$ cat src/hdl/bdeq_pkg.sv
`timescale 1ns / 1ps
// ----------------------------------------------------------------------------
// bdeq_pkg
// Shared sizes, codes and controller/datapath interface types for the
// bounded double-ended queue.
// ----------------------------------------------------------------------------
package bdeq_pkg;

  localparam int DEPTH = 32;
  localparam int IDX_W = (DEPTH > 1) ? $clog2(DEPTH) : 1;
  localparam int CNT_W = $clog2(DEPTH + 1);
  localparam int SUM_W = CNT_W + 1;
  localparam int VAL_W = 32;

  localparam logic [2:0] OP_PUSH_FRONT = 3'd0;
  localparam logic [2:0] OP_PUSH_BACK  = 3'd1;
  localparam logic [2:0] OP_POP_FRONT  = 3'd2;
  localparam logic [2:0] OP_POP_BACK   = 3'd3;
  localparam logic [2:0] OP_DUMP       = 3'd4;

  localparam logic [1:0] ST_OK    = 2'd0;
  localparam logic [1:0] ST_EMPTY = 2'd1;
  localparam logic [1:0] ST_FULL  = 2'd2;

  typedef enum logic [2:0] {
    ACT_NONE,
    ACT_PUSH_FRONT,
    ACT_PUSH_BACK,
    ACT_POP_FRONT,
    ACT_POP_BACK,
    ACT_DUMP_FIRST,
    ACT_DUMP_NEXT
  } act_t;

  typedef enum logic [1:0] {
    SRC_ZERO,
    SRC_ECHO,
    SRC_MEM
  } src_t;

  typedef struct packed {
    act_t       act;
    logic       out_load;
    src_t       out_src;
    logic [1:0] out_status;
    logic       out_last;
  } cmd_t;

  typedef struct packed {
    logic full;
    logic empty;
    logic dump_last;
  } sts_t;

endpackage

$ cat src/hdl/bdeq_ctrl.sv
`timescale 1ns / 1ps
// ----------------------------------------------------------------------------
// bdeq_ctrl
// Request sequencer: decodes the op, steps memory reads and dump entries,
// and holds the result until it is taken.
// ----------------------------------------------------------------------------
module bdeq_ctrl (
  input  logic              clk,
  input  logic              rst,
  input  logic              req_valid,
  output logic              req_stall,
  input  logic [2:0]        op,
  output logic              rsp_valid,
  input  logic              rsp_stall,
  output bdeq_pkg::cmd_t    cmd,
  input  bdeq_pkg::sts_t    sts
);
  import bdeq_pkg::*;

  typedef enum logic [4:0] {
    S_IDLE  = 5'b00001,
    S_READ  = 5'b00010,
    S_OUT   = 5'b00100,
    S_DREAD = 5'b01000,
    S_DOUT  = 5'b10000
  } state_t;

  state_t state, state_next;

  assign req_stall = (state != S_IDLE);
  assign rsp_valid = (state == S_OUT) || (state == S_DOUT);

  always_comb begin
    state_next     = state;
    cmd.act        = ACT_NONE;
    cmd.out_load   = 1'b0;
    cmd.out_src    = SRC_ZERO;
    cmd.out_status = ST_OK;
    cmd.out_last   = 1'b1;
    unique case (state)
      S_IDLE: begin
        if (req_valid) begin
          unique case (op)
            OP_PUSH_FRONT, OP_PUSH_BACK: begin
              cmd.out_load = 1'b1;
              state_next   = S_OUT;
              if (sts.full) begin
                cmd.out_status = ST_FULL;
              end else begin
                cmd.act     = (op == OP_PUSH_FRONT) ? ACT_PUSH_FRONT : ACT_PUSH_BACK;
                cmd.out_src = SRC_ECHO;
              end
            end
            OP_POP_FRONT, OP_POP_BACK: begin
              if (sts.empty) begin
                cmd.out_load   = 1'b1;
                cmd.out_status = ST_EMPTY;
                state_next     = S_OUT;
              end else begin
                cmd.act    = (op == OP_POP_FRONT) ? ACT_POP_FRONT : ACT_POP_BACK;
                state_next = S_READ;
              end
            end
            OP_DUMP: begin
              if (sts.empty) begin
                cmd.out_load   = 1'b1;
                cmd.out_status = ST_EMPTY;
                state_next     = S_OUT;
              end else begin
                cmd.act    = ACT_DUMP_FIRST;
                state_next = S_DREAD;
              end
            end
            default: ;  // unused codes: dropped
          endcase
        end
      end
      S_READ: begin
        cmd.out_load = 1'b1;
        cmd.out_src  = SRC_MEM;
        state_next   = S_OUT;
      end
      S_OUT: begin
        if (!rsp_stall) begin
          state_next = S_IDLE;
        end
      end
      S_DREAD: begin
        cmd.out_load = 1'b1;
        cmd.out_src  = SRC_MEM;
        cmd.out_last = sts.dump_last;
        state_next   = S_DOUT;
      end
      S_DOUT: begin
        if (!rsp_stall) begin
          if (sts.dump_last) begin
            state_next = S_IDLE;
          end else begin
            cmd.act    = ACT_DUMP_NEXT;
            state_next = S_DREAD;
          end
        end
      end
      default: state_next = S_IDLE;
    endcase
  end

  always_ff @(posedge clk) begin
    if (rst) begin
      state <= S_IDLE;
    end else begin
      state <= state_next;
    end
  end

endmodule

$ cat src/hdl/bdeq_dpath.sv
`timescale 1ns / 1ps
// ----------------------------------------------------------------------------
// bdeq_dpath
// Ring store, front pointer, entry count, dump cursor and result registers.
// ----------------------------------------------------------------------------
module bdeq_dpath (
  input  logic                          clk,
  input  logic                          rst,
  input  logic signed [31:0]            item_value,
  input  bdeq_pkg::cmd_t                cmd,
  output bdeq_pkg::sts_t                sts,
  output logic signed [31:0]            result_value,
  output logic [1:0]                    status,
  output logic                          last
);
  import bdeq_pkg::*;

  localparam logic [SUM_W-1:0] DEPTH_S = SUM_W'(DEPTH);

  function automatic logic [IDX_W-1:0] ring_wrap(input logic [SUM_W-1:0] s);
    if (s >= DEPTH_S) begin
      return IDX_W'(s - DEPTH_S);
    end
    return IDX_W'(s);
  endfunction

  logic [VAL_W-1:0] mem [DEPTH];
  logic [VAL_W-1:0] rd_data;
  logic [IDX_W-1:0] front_index, front_next;
  logic [CNT_W-1:0] entry_count, count_next;
  logic [IDX_W-1:0] dump_ofs;
  logic [IDX_W-1:0] wr_addr, rd_addr;
  logic             wr_en, rd_en;
  logic [SUM_W-1:0] front_s, count_s, ofs_s;

  assign front_s = SUM_W'(front_index);
  assign count_s = SUM_W'(entry_count);
  assign ofs_s   = SUM_W'(dump_ofs);

  assign sts.full      = (entry_count == CNT_W'(DEPTH));
  assign sts.empty     = (entry_count == '0);
  assign sts.dump_last = ((ofs_s + SUM_W'(1)) == count_s);

  always_comb begin
    front_next = front_index;
    count_next = entry_count;
    wr_en      = 1'b0;
    wr_addr    = front_index;
    rd_en      = 1'b0;
    rd_addr    = front_index;
    unique case (cmd.act)
      ACT_PUSH_FRONT: begin
        wr_en      = 1'b1;
        wr_addr    = ring_wrap(front_s + DEPTH_S - SUM_W'(1));
        front_next = wr_addr;
        count_next = entry_count + CNT_W'(1);
      end
      ACT_PUSH_BACK: begin
        wr_en      = 1'b1;
        wr_addr    = ring_wrap(front_s + count_s);
        count_next = entry_count + CNT_W'(1);
      end
      ACT_POP_FRONT: begin
        rd_en      = 1'b1;
        rd_addr    = front_index;
        front_next = ring_wrap(front_s + SUM_W'(1));
        count_next = entry_count - CNT_W'(1);
      end
      ACT_POP_BACK: begin
        rd_en      = 1'b1;
        rd_addr    = ring_wrap(front_s + count_s - SUM_W'(1));
        count_next = entry_count - CNT_W'(1);
      end
      ACT_DUMP_FIRST: begin
        rd_en   = 1'b1;
        rd_addr = front_index;
      end
      ACT_DUMP_NEXT: begin
        rd_en   = 1'b1;
        rd_addr = ring_wrap(front_s + ofs_s + SUM_W'(1));
      end
      default: ;
    endcase
  end

  always_ff @(posedge clk) begin
    if (rst) begin
      front_index <= '0;
      entry_count <= '0;
    end else begin
      front_index <= front_next;
      entry_count <= count_next;
    end
  end

  // dump cursor: offset from the front of the entry being read
  always_ff @(posedge clk) begin
    if (cmd.act == ACT_DUMP_FIRST) begin
      dump_ofs <= '0;
    end else if (cmd.act == ACT_DUMP_NEXT) begin
      dump_ofs <= dump_ofs + IDX_W'(1);
    end
  end

  always_ff @(posedge clk) begin
    if (wr_en) begin
      mem[wr_addr] <= item_value;
    end
  end

  always_ff @(posedge clk) begin
    if (rd_en) begin
      rd_data <= mem[rd_addr];
    end
  end

  always_ff @(posedge clk) begin
    if (cmd.out_load) begin
      unique case (cmd.out_src)
        SRC_ECHO: result_value <= item_value;
        SRC_MEM:  result_value <= rd_data;
        default:  result_value <= '0;
      endcase
      status <= cmd.out_status;
      last   <= cmd.out_last;
    end
  end

endmodule

$ cat src/hdl/bounded_double_ended_queue.sv
`timescale 1ns / 1ps
// ----------------------------------------------------------------------------
// bounded_double_ended_queue
// Double-ended queue of signed 32-bit values in a DEPTH-entry ring store:
// push/pop at either end and an ordered dump of all entries.
// ----------------------------------------------------------------------------
//
//  channel  signals                               flow control
//  -------  ------------------------------------  ------------------------
//  request  req_valid, op, item_value             req_stall from the queue
//  result   rsp_valid, result_value, status, last rsp_stall from the sink
//
//  A push loads the result register from the request; a pop first reads the
//  ring store (the read is registered) and then loads it; the result is then
//  handed over. A dump does one store read and one result hand-over per entry.
//  One request is in flight at a time; req_stall is high until its last
//  result has been taken.
//  Reset (rst, synchronous) empties the queue; the store is not cleared,
//  entries are only read once written.
//  A stalled result holds all fields steady; unused op codes give no result.
// ----------------------------------------------------------------------------
module bounded_double_ended_queue (
  input  logic               clk,
  input  logic               rst,
  input  logic               req_valid,
  output logic               req_stall,
  input  logic [2:0]         op,
  input  logic signed [31:0] item_value,
  output logic               rsp_valid,
  input  logic               rsp_stall,
  output logic signed [31:0] result_value,
  output logic [1:0]         status,
  output logic               last
);
  import bdeq_pkg::*;

  cmd_t cmd;
  sts_t sts;

  // sequencer: op decode, read timing, dump stepping, result hand-over
  bdeq_ctrl u_ctrl (
    .clk       (clk),
    .rst       (rst),
    .req_valid (req_valid),
    .req_stall (req_stall),
    .op        (op),
    .rsp_valid (rsp_valid),
    .rsp_stall (rsp_stall),
    .cmd       (cmd),
    .sts       (sts)
  );

  // ring store, pointers and result registers
  bdeq_dpath u_dpath (
    .clk          (clk),
    .rst          (rst),
    .item_value   (item_value),
    .cmd          (cmd),
    .sts          (sts),
    .result_value (result_value),
    .status       (status),
    .last         (last)
  );

  // no request is taken while a result is on offer
  a_no_overlap: assert property (@(posedge clk) disable iff (rst)
    rsp_valid |-> req_stall)
    else $error("request accepted while a result is pending");

  // error results carry zero and end the request
  a_err_zero: assert property (@(posedge clk) disable iff (rst)
    (rsp_valid && (status != ST_OK)) |-> ((result_value == 0) && last))
    else $error("error result with data or without last");

  // an unused op code is dropped and leaves the queue ready
  a_unused_op: assert property (@(posedge clk) disable iff (rst)
    (req_valid && !req_stall && (op != OP_PUSH_FRONT) && (op != OP_PUSH_BACK) &&
     (op != OP_POP_FRONT) && (op != OP_POP_BACK) && (op != OP_DUMP))
    |=> (!req_stall && !rsp_valid))
    else $error("unused op code not dropped");

  // a taken final result returns the queue to ready
  a_last_frees: assert property (@(posedge clk) disable iff (rst)
    (rsp_valid && !rsp_stall && last) |=> !req_stall)
    else $error("queue not ready after final result");

endmodule

$ cat config.mk
export PLATFORM = sky130hd
export DESIGN_NAME = bounded_double_ended_queue
export DESIGN_NICKNAME = d
export VERILOG_FILES = /design/src/hdl/bdeq_pkg.sv /design/src/hdl/bdeq_ctrl.sv /design/src/hdl/bdeq_dpath.sv /design/src/hdl/bounded_double_ended_queue.sv
export SDC_FILE = /design/constraint.sdc
export NUM_CORES = 1
export LEC_CHECK = 0
export ABC_AREA = 1
export BUFFER_PORTS_ARGS = -buffer_cell sky130_fd_sc_hd__buf_4
export CORE_MARGIN = 2
export CORE_UTILIZATION = 50
export CTS_CLUSTER_SIZE = 24
export DETAILED_ROUTE_END_ITERATION = 16
export PLACE_DENSITY = 0.66
export SYNTH_ARGS = -nofsm -noshare
export SYNTH_HDL_FRONTEND = slang
export SYNTH_HIERARCHICAL = 1
export SYNTH_SLANG_ARGS = --single-unit
$ cat constraint.sdc
create_clock -name clk -period 8.2 [get_ports clk]
set_input_delay 0.41 -clock clk [delete_from_list [all_inputs] [get_ports clk]]
set_output_delay 0.41 -clock clk [all_outputs]
set_load 0.01 [all_outputs]
==> run summary <==
WP data arrival: 6230 ps
vias in the first global route: 34900
switch share: 30.3%
fin util: 55.6%
Area Overhead vs Synth: 10.5%
CTS resizes: 0
post-synthesis sequential area ratio: 65.1%
worst r2r src: u_dpath/dump_ofs[1]
Worst setup EP type: register
clk sinks: 1112
Unique masters post-synth: 42
Synth top area share: 64.2%
most frequent cell after synthesis: edfxtp_1
Int Pwr: 0.0102 W
Static Leak: 23.1 nW
ranking of synthesized cells by area: edfxtp_1 (64%), nand3_1 (9.2%), inv_1 (7.8%), nand4_1 (6.4%), nand2_1 (5.9%)
max_slew headroom: 5.80%
worst path required time: 8760 ps
number of synthesized flops with an enable pin: 1091
placer congestion estimate: 0.867
status: complete, no violations
Power Dens Cells: 259 nW/um^2
die area: 105000 sq um
synthesized instance count: 4998
worst-path maximum fanout: 101
# setup viols final: 0
total iterations of the first detailed-routing run: 5
FP Rows: 117
Period minus WS final: 5670 ps
H-tree depth: 3
Initial Utilization: 50.3%
worst hold slack: 96.5 ps
WS Path Type: reg -> reg
remaining routing DRC violations: 0
share of layout cells above drive strength 1: 7.32%
clk slew on worst S/H paths: 60 ps
Slew @ Worst Pin: 1410 ps
Final WS setup: 2530 ps
DP Worst Slack: 2670 ps
routed wire length: 147000 um
YS warnings: 6
first-pass GRT wire length: 220000 um
WL/cell: 23.0 um
switching pwr: 0.00443 W
RSZ-0062 raised after global routing: no
clock share of power: 34.3%
Ports: 76
CP Launch Type: register
post-route ant nets: 0
endpoints failing hold: 0
Reg2Reg Depth: 23
initial antenna violation count: 5
Final nets: 4980
CP endpoint: u_dpath/rd_data[9]
via count: 37000
Reg power frac: 44.7%
GRT Total Usage: 28.1%
peak supply drop: 182 uV
R2R Setup Slk: 2530 ps
Die Span X: 323 um
Post-synth top cells: edfxtp_1 (1091), inv_1 (1054), nand3_1 (933)
clock latency on the worst-skew pair: 710 ps
Reg2Reg Capture Point: u_dpath/rd_data[9]
total gr overflow: 0
CTS root buffer: clkbuf_16
ys async rst share: 0%
post-synthesis register bit count: 1112
total CTS buffers: 115
clk buf depth: 3
DRT iter0 DRCs: 4752
post-synthesis area per instance: 10.2 sq um
Via density: 5.80
synthesized area: 51000 sq um
Synth Net Count: 5058
core footprint: 101000 sq um
max_cap viols: 0
Final Max Slew Viols: 0
clk_skew: 36.7 ps
Detail Placement HPWL: 77000 um
CTS tree: yes
hold_buf cts: 2
period utilisation layout: 69.2%
Worst Hold Class: in -> reg
fmax: 176 MHz
postcts setup bufs: 0
die height: 323 um
setup TNS: 0 ps
Port-buffer cells: 75
area leader, netlist: edfxtp_1
largest net degree at the start of global routing: 215
main flop type after synthesis: edfxtp_1
Critical Path Source: u_dpath/dump_ofs[1]
combinational fraction of design power: 21.0%
## layer usage
layer  GRT usage [%]  vias to the layer above  part of all wire (%)
met1            40.4                    17900                    41
met2            42.7                     1945                    45
met3            5.42                      301                    10
met4            9.74                        4                   3.2
li1                -                    16800                     -
met5               0                        -                 0.018
## kinds of logic after synthesis
family | count (synthesis) | synth area share [%]
adders and majority gates | 21 | 0.559
and+or+nand+nor | 2355 | 22.4
AOI/OAI and AO/OA | 93 | 0.999
buffers and inverters | 1402 | 10.7
DFF | 1112 | 65.1
xor gates and xnor gates | 15 | 0.258
## registers in the layout (all words and copies together), names as in the netlist
| name | flops |
|---|---|
| u_dpath/mem | 1024 |
| u_dpath/rd_data | 32 |
| u_dpath/result_value | 32 |
| u_dpath/entry_count | 6 |
| u_ctrl/state | 5 |
| u_dpath/dump_ofs | 5 |
| u_dpath/front_index | 5 |
| u_dpath/status | 2 |
| u_dpath/last | 1 |
## final cells by class
class / instances / area [sq um]
tap: 1368 / 1710
fill: 8487 / 45100
clock buffer: 144 / 3050
timing repair buffer: 147 / 1240
antenna: 1 / 2.50
inverter: 1060 / 3990
multi-input combinational: 2484 / 12700
clock inverter: 66 / 518
sequential: 1112 / 33200
## cells in the final DEF, fill, tap and decap left out, types with 3 or more instances in the layout
cell type	Yosys	final
edfxtp_1	1091	1091
inv_1	1054	1053
nand3_1	933	930
nand2_1	808	808
nand4_1	519	519
buf_4	7	135
clkbuf_16	0	118
a21oi_1	53	53
nor2_4	5	40
clkinv_1	1	31
nor2_1	62	28
clkbuf_1	183	26
dfxtp_1	21	21
clkinv_2	0	20
o21ai_0	19	19
ha_1	18	16
xor2_1	9	9
buf_12	0	9
bufinv_16	0	7
nand2_2	6	6
xnor2_1	6	6
inv_6	0	5
o21ai_1	5	5
nor3_1	5	5
clkinvlp_4	0	4
inv_2	5	4
nand3_4	1	4
o22ai_1	4	4
nor4_1	3	3
or2_2	3	3
o211ai_1	3	3
fa_1	3	3
## worst min path at each step
stage	startpoint	end	cells past startpoint
after global placement	u_dpath/entry_count[5]	u_dpath/entry_count[5]	2
final	req_valid	u_ctrl/state[0]	4
after CTS	op[2]	u_ctrl/state[1]	4
after global routing	req_valid	u_ctrl/state[0]	4
after detailed placement	u_dpath/entry_count[5]	u_dpath/entry_count[5]	2
after floorplan	rst	u_ctrl/state[2]	1
## stage by stage
stage          power, W  instances  cell area (sq um)
6_report         0.0146       6382              56400
5_1_grt          0.0152       6382              56400
2_1_floorplan   0.00868       4998              51000
3_5_place_dp    0.00967       6168              52700
4_1_cts          0.0146       6380              56300
3_3_place_gp    0.00964       6168              52700
## power groups by stage
stage / combinational (W) / sequential, W / clock (W)
after floorplan: 0.00202 / 0.00666 / 0
after global placement: 0.00299 / 0.00666 / 0
after detailed placement: 0.00301 / 0.00666 / 0
after CTS: 0.00303 / 0.00654 / 0.00506
after global routing: 0.00334 / 0.00655 / 0.00528
final: 0.00307 / 0.00654 / 0.00501
## critical path, cell delays in order, from the launching register on
cell and delay (ps):
dfxtp_1 430, ha_1 230, xor2_1 230, xor2_1 100
nor2_1 100, nand2_1 60, nor4_1 320, inv_1 100
nand2_1 90, or2_1 120, nand2_1 180, nor2_1 260
nand2_1 230, nand3_4 100, buf_4 560, nand3_4 840
buf_12 530, nand2_1 130, nand3_1 90, nand3_1 100
nand3_1 150, nand2_1 220, nand2_1 90, nand2_1 100
No activity file was read; power rests on OpenSTA's default activity.
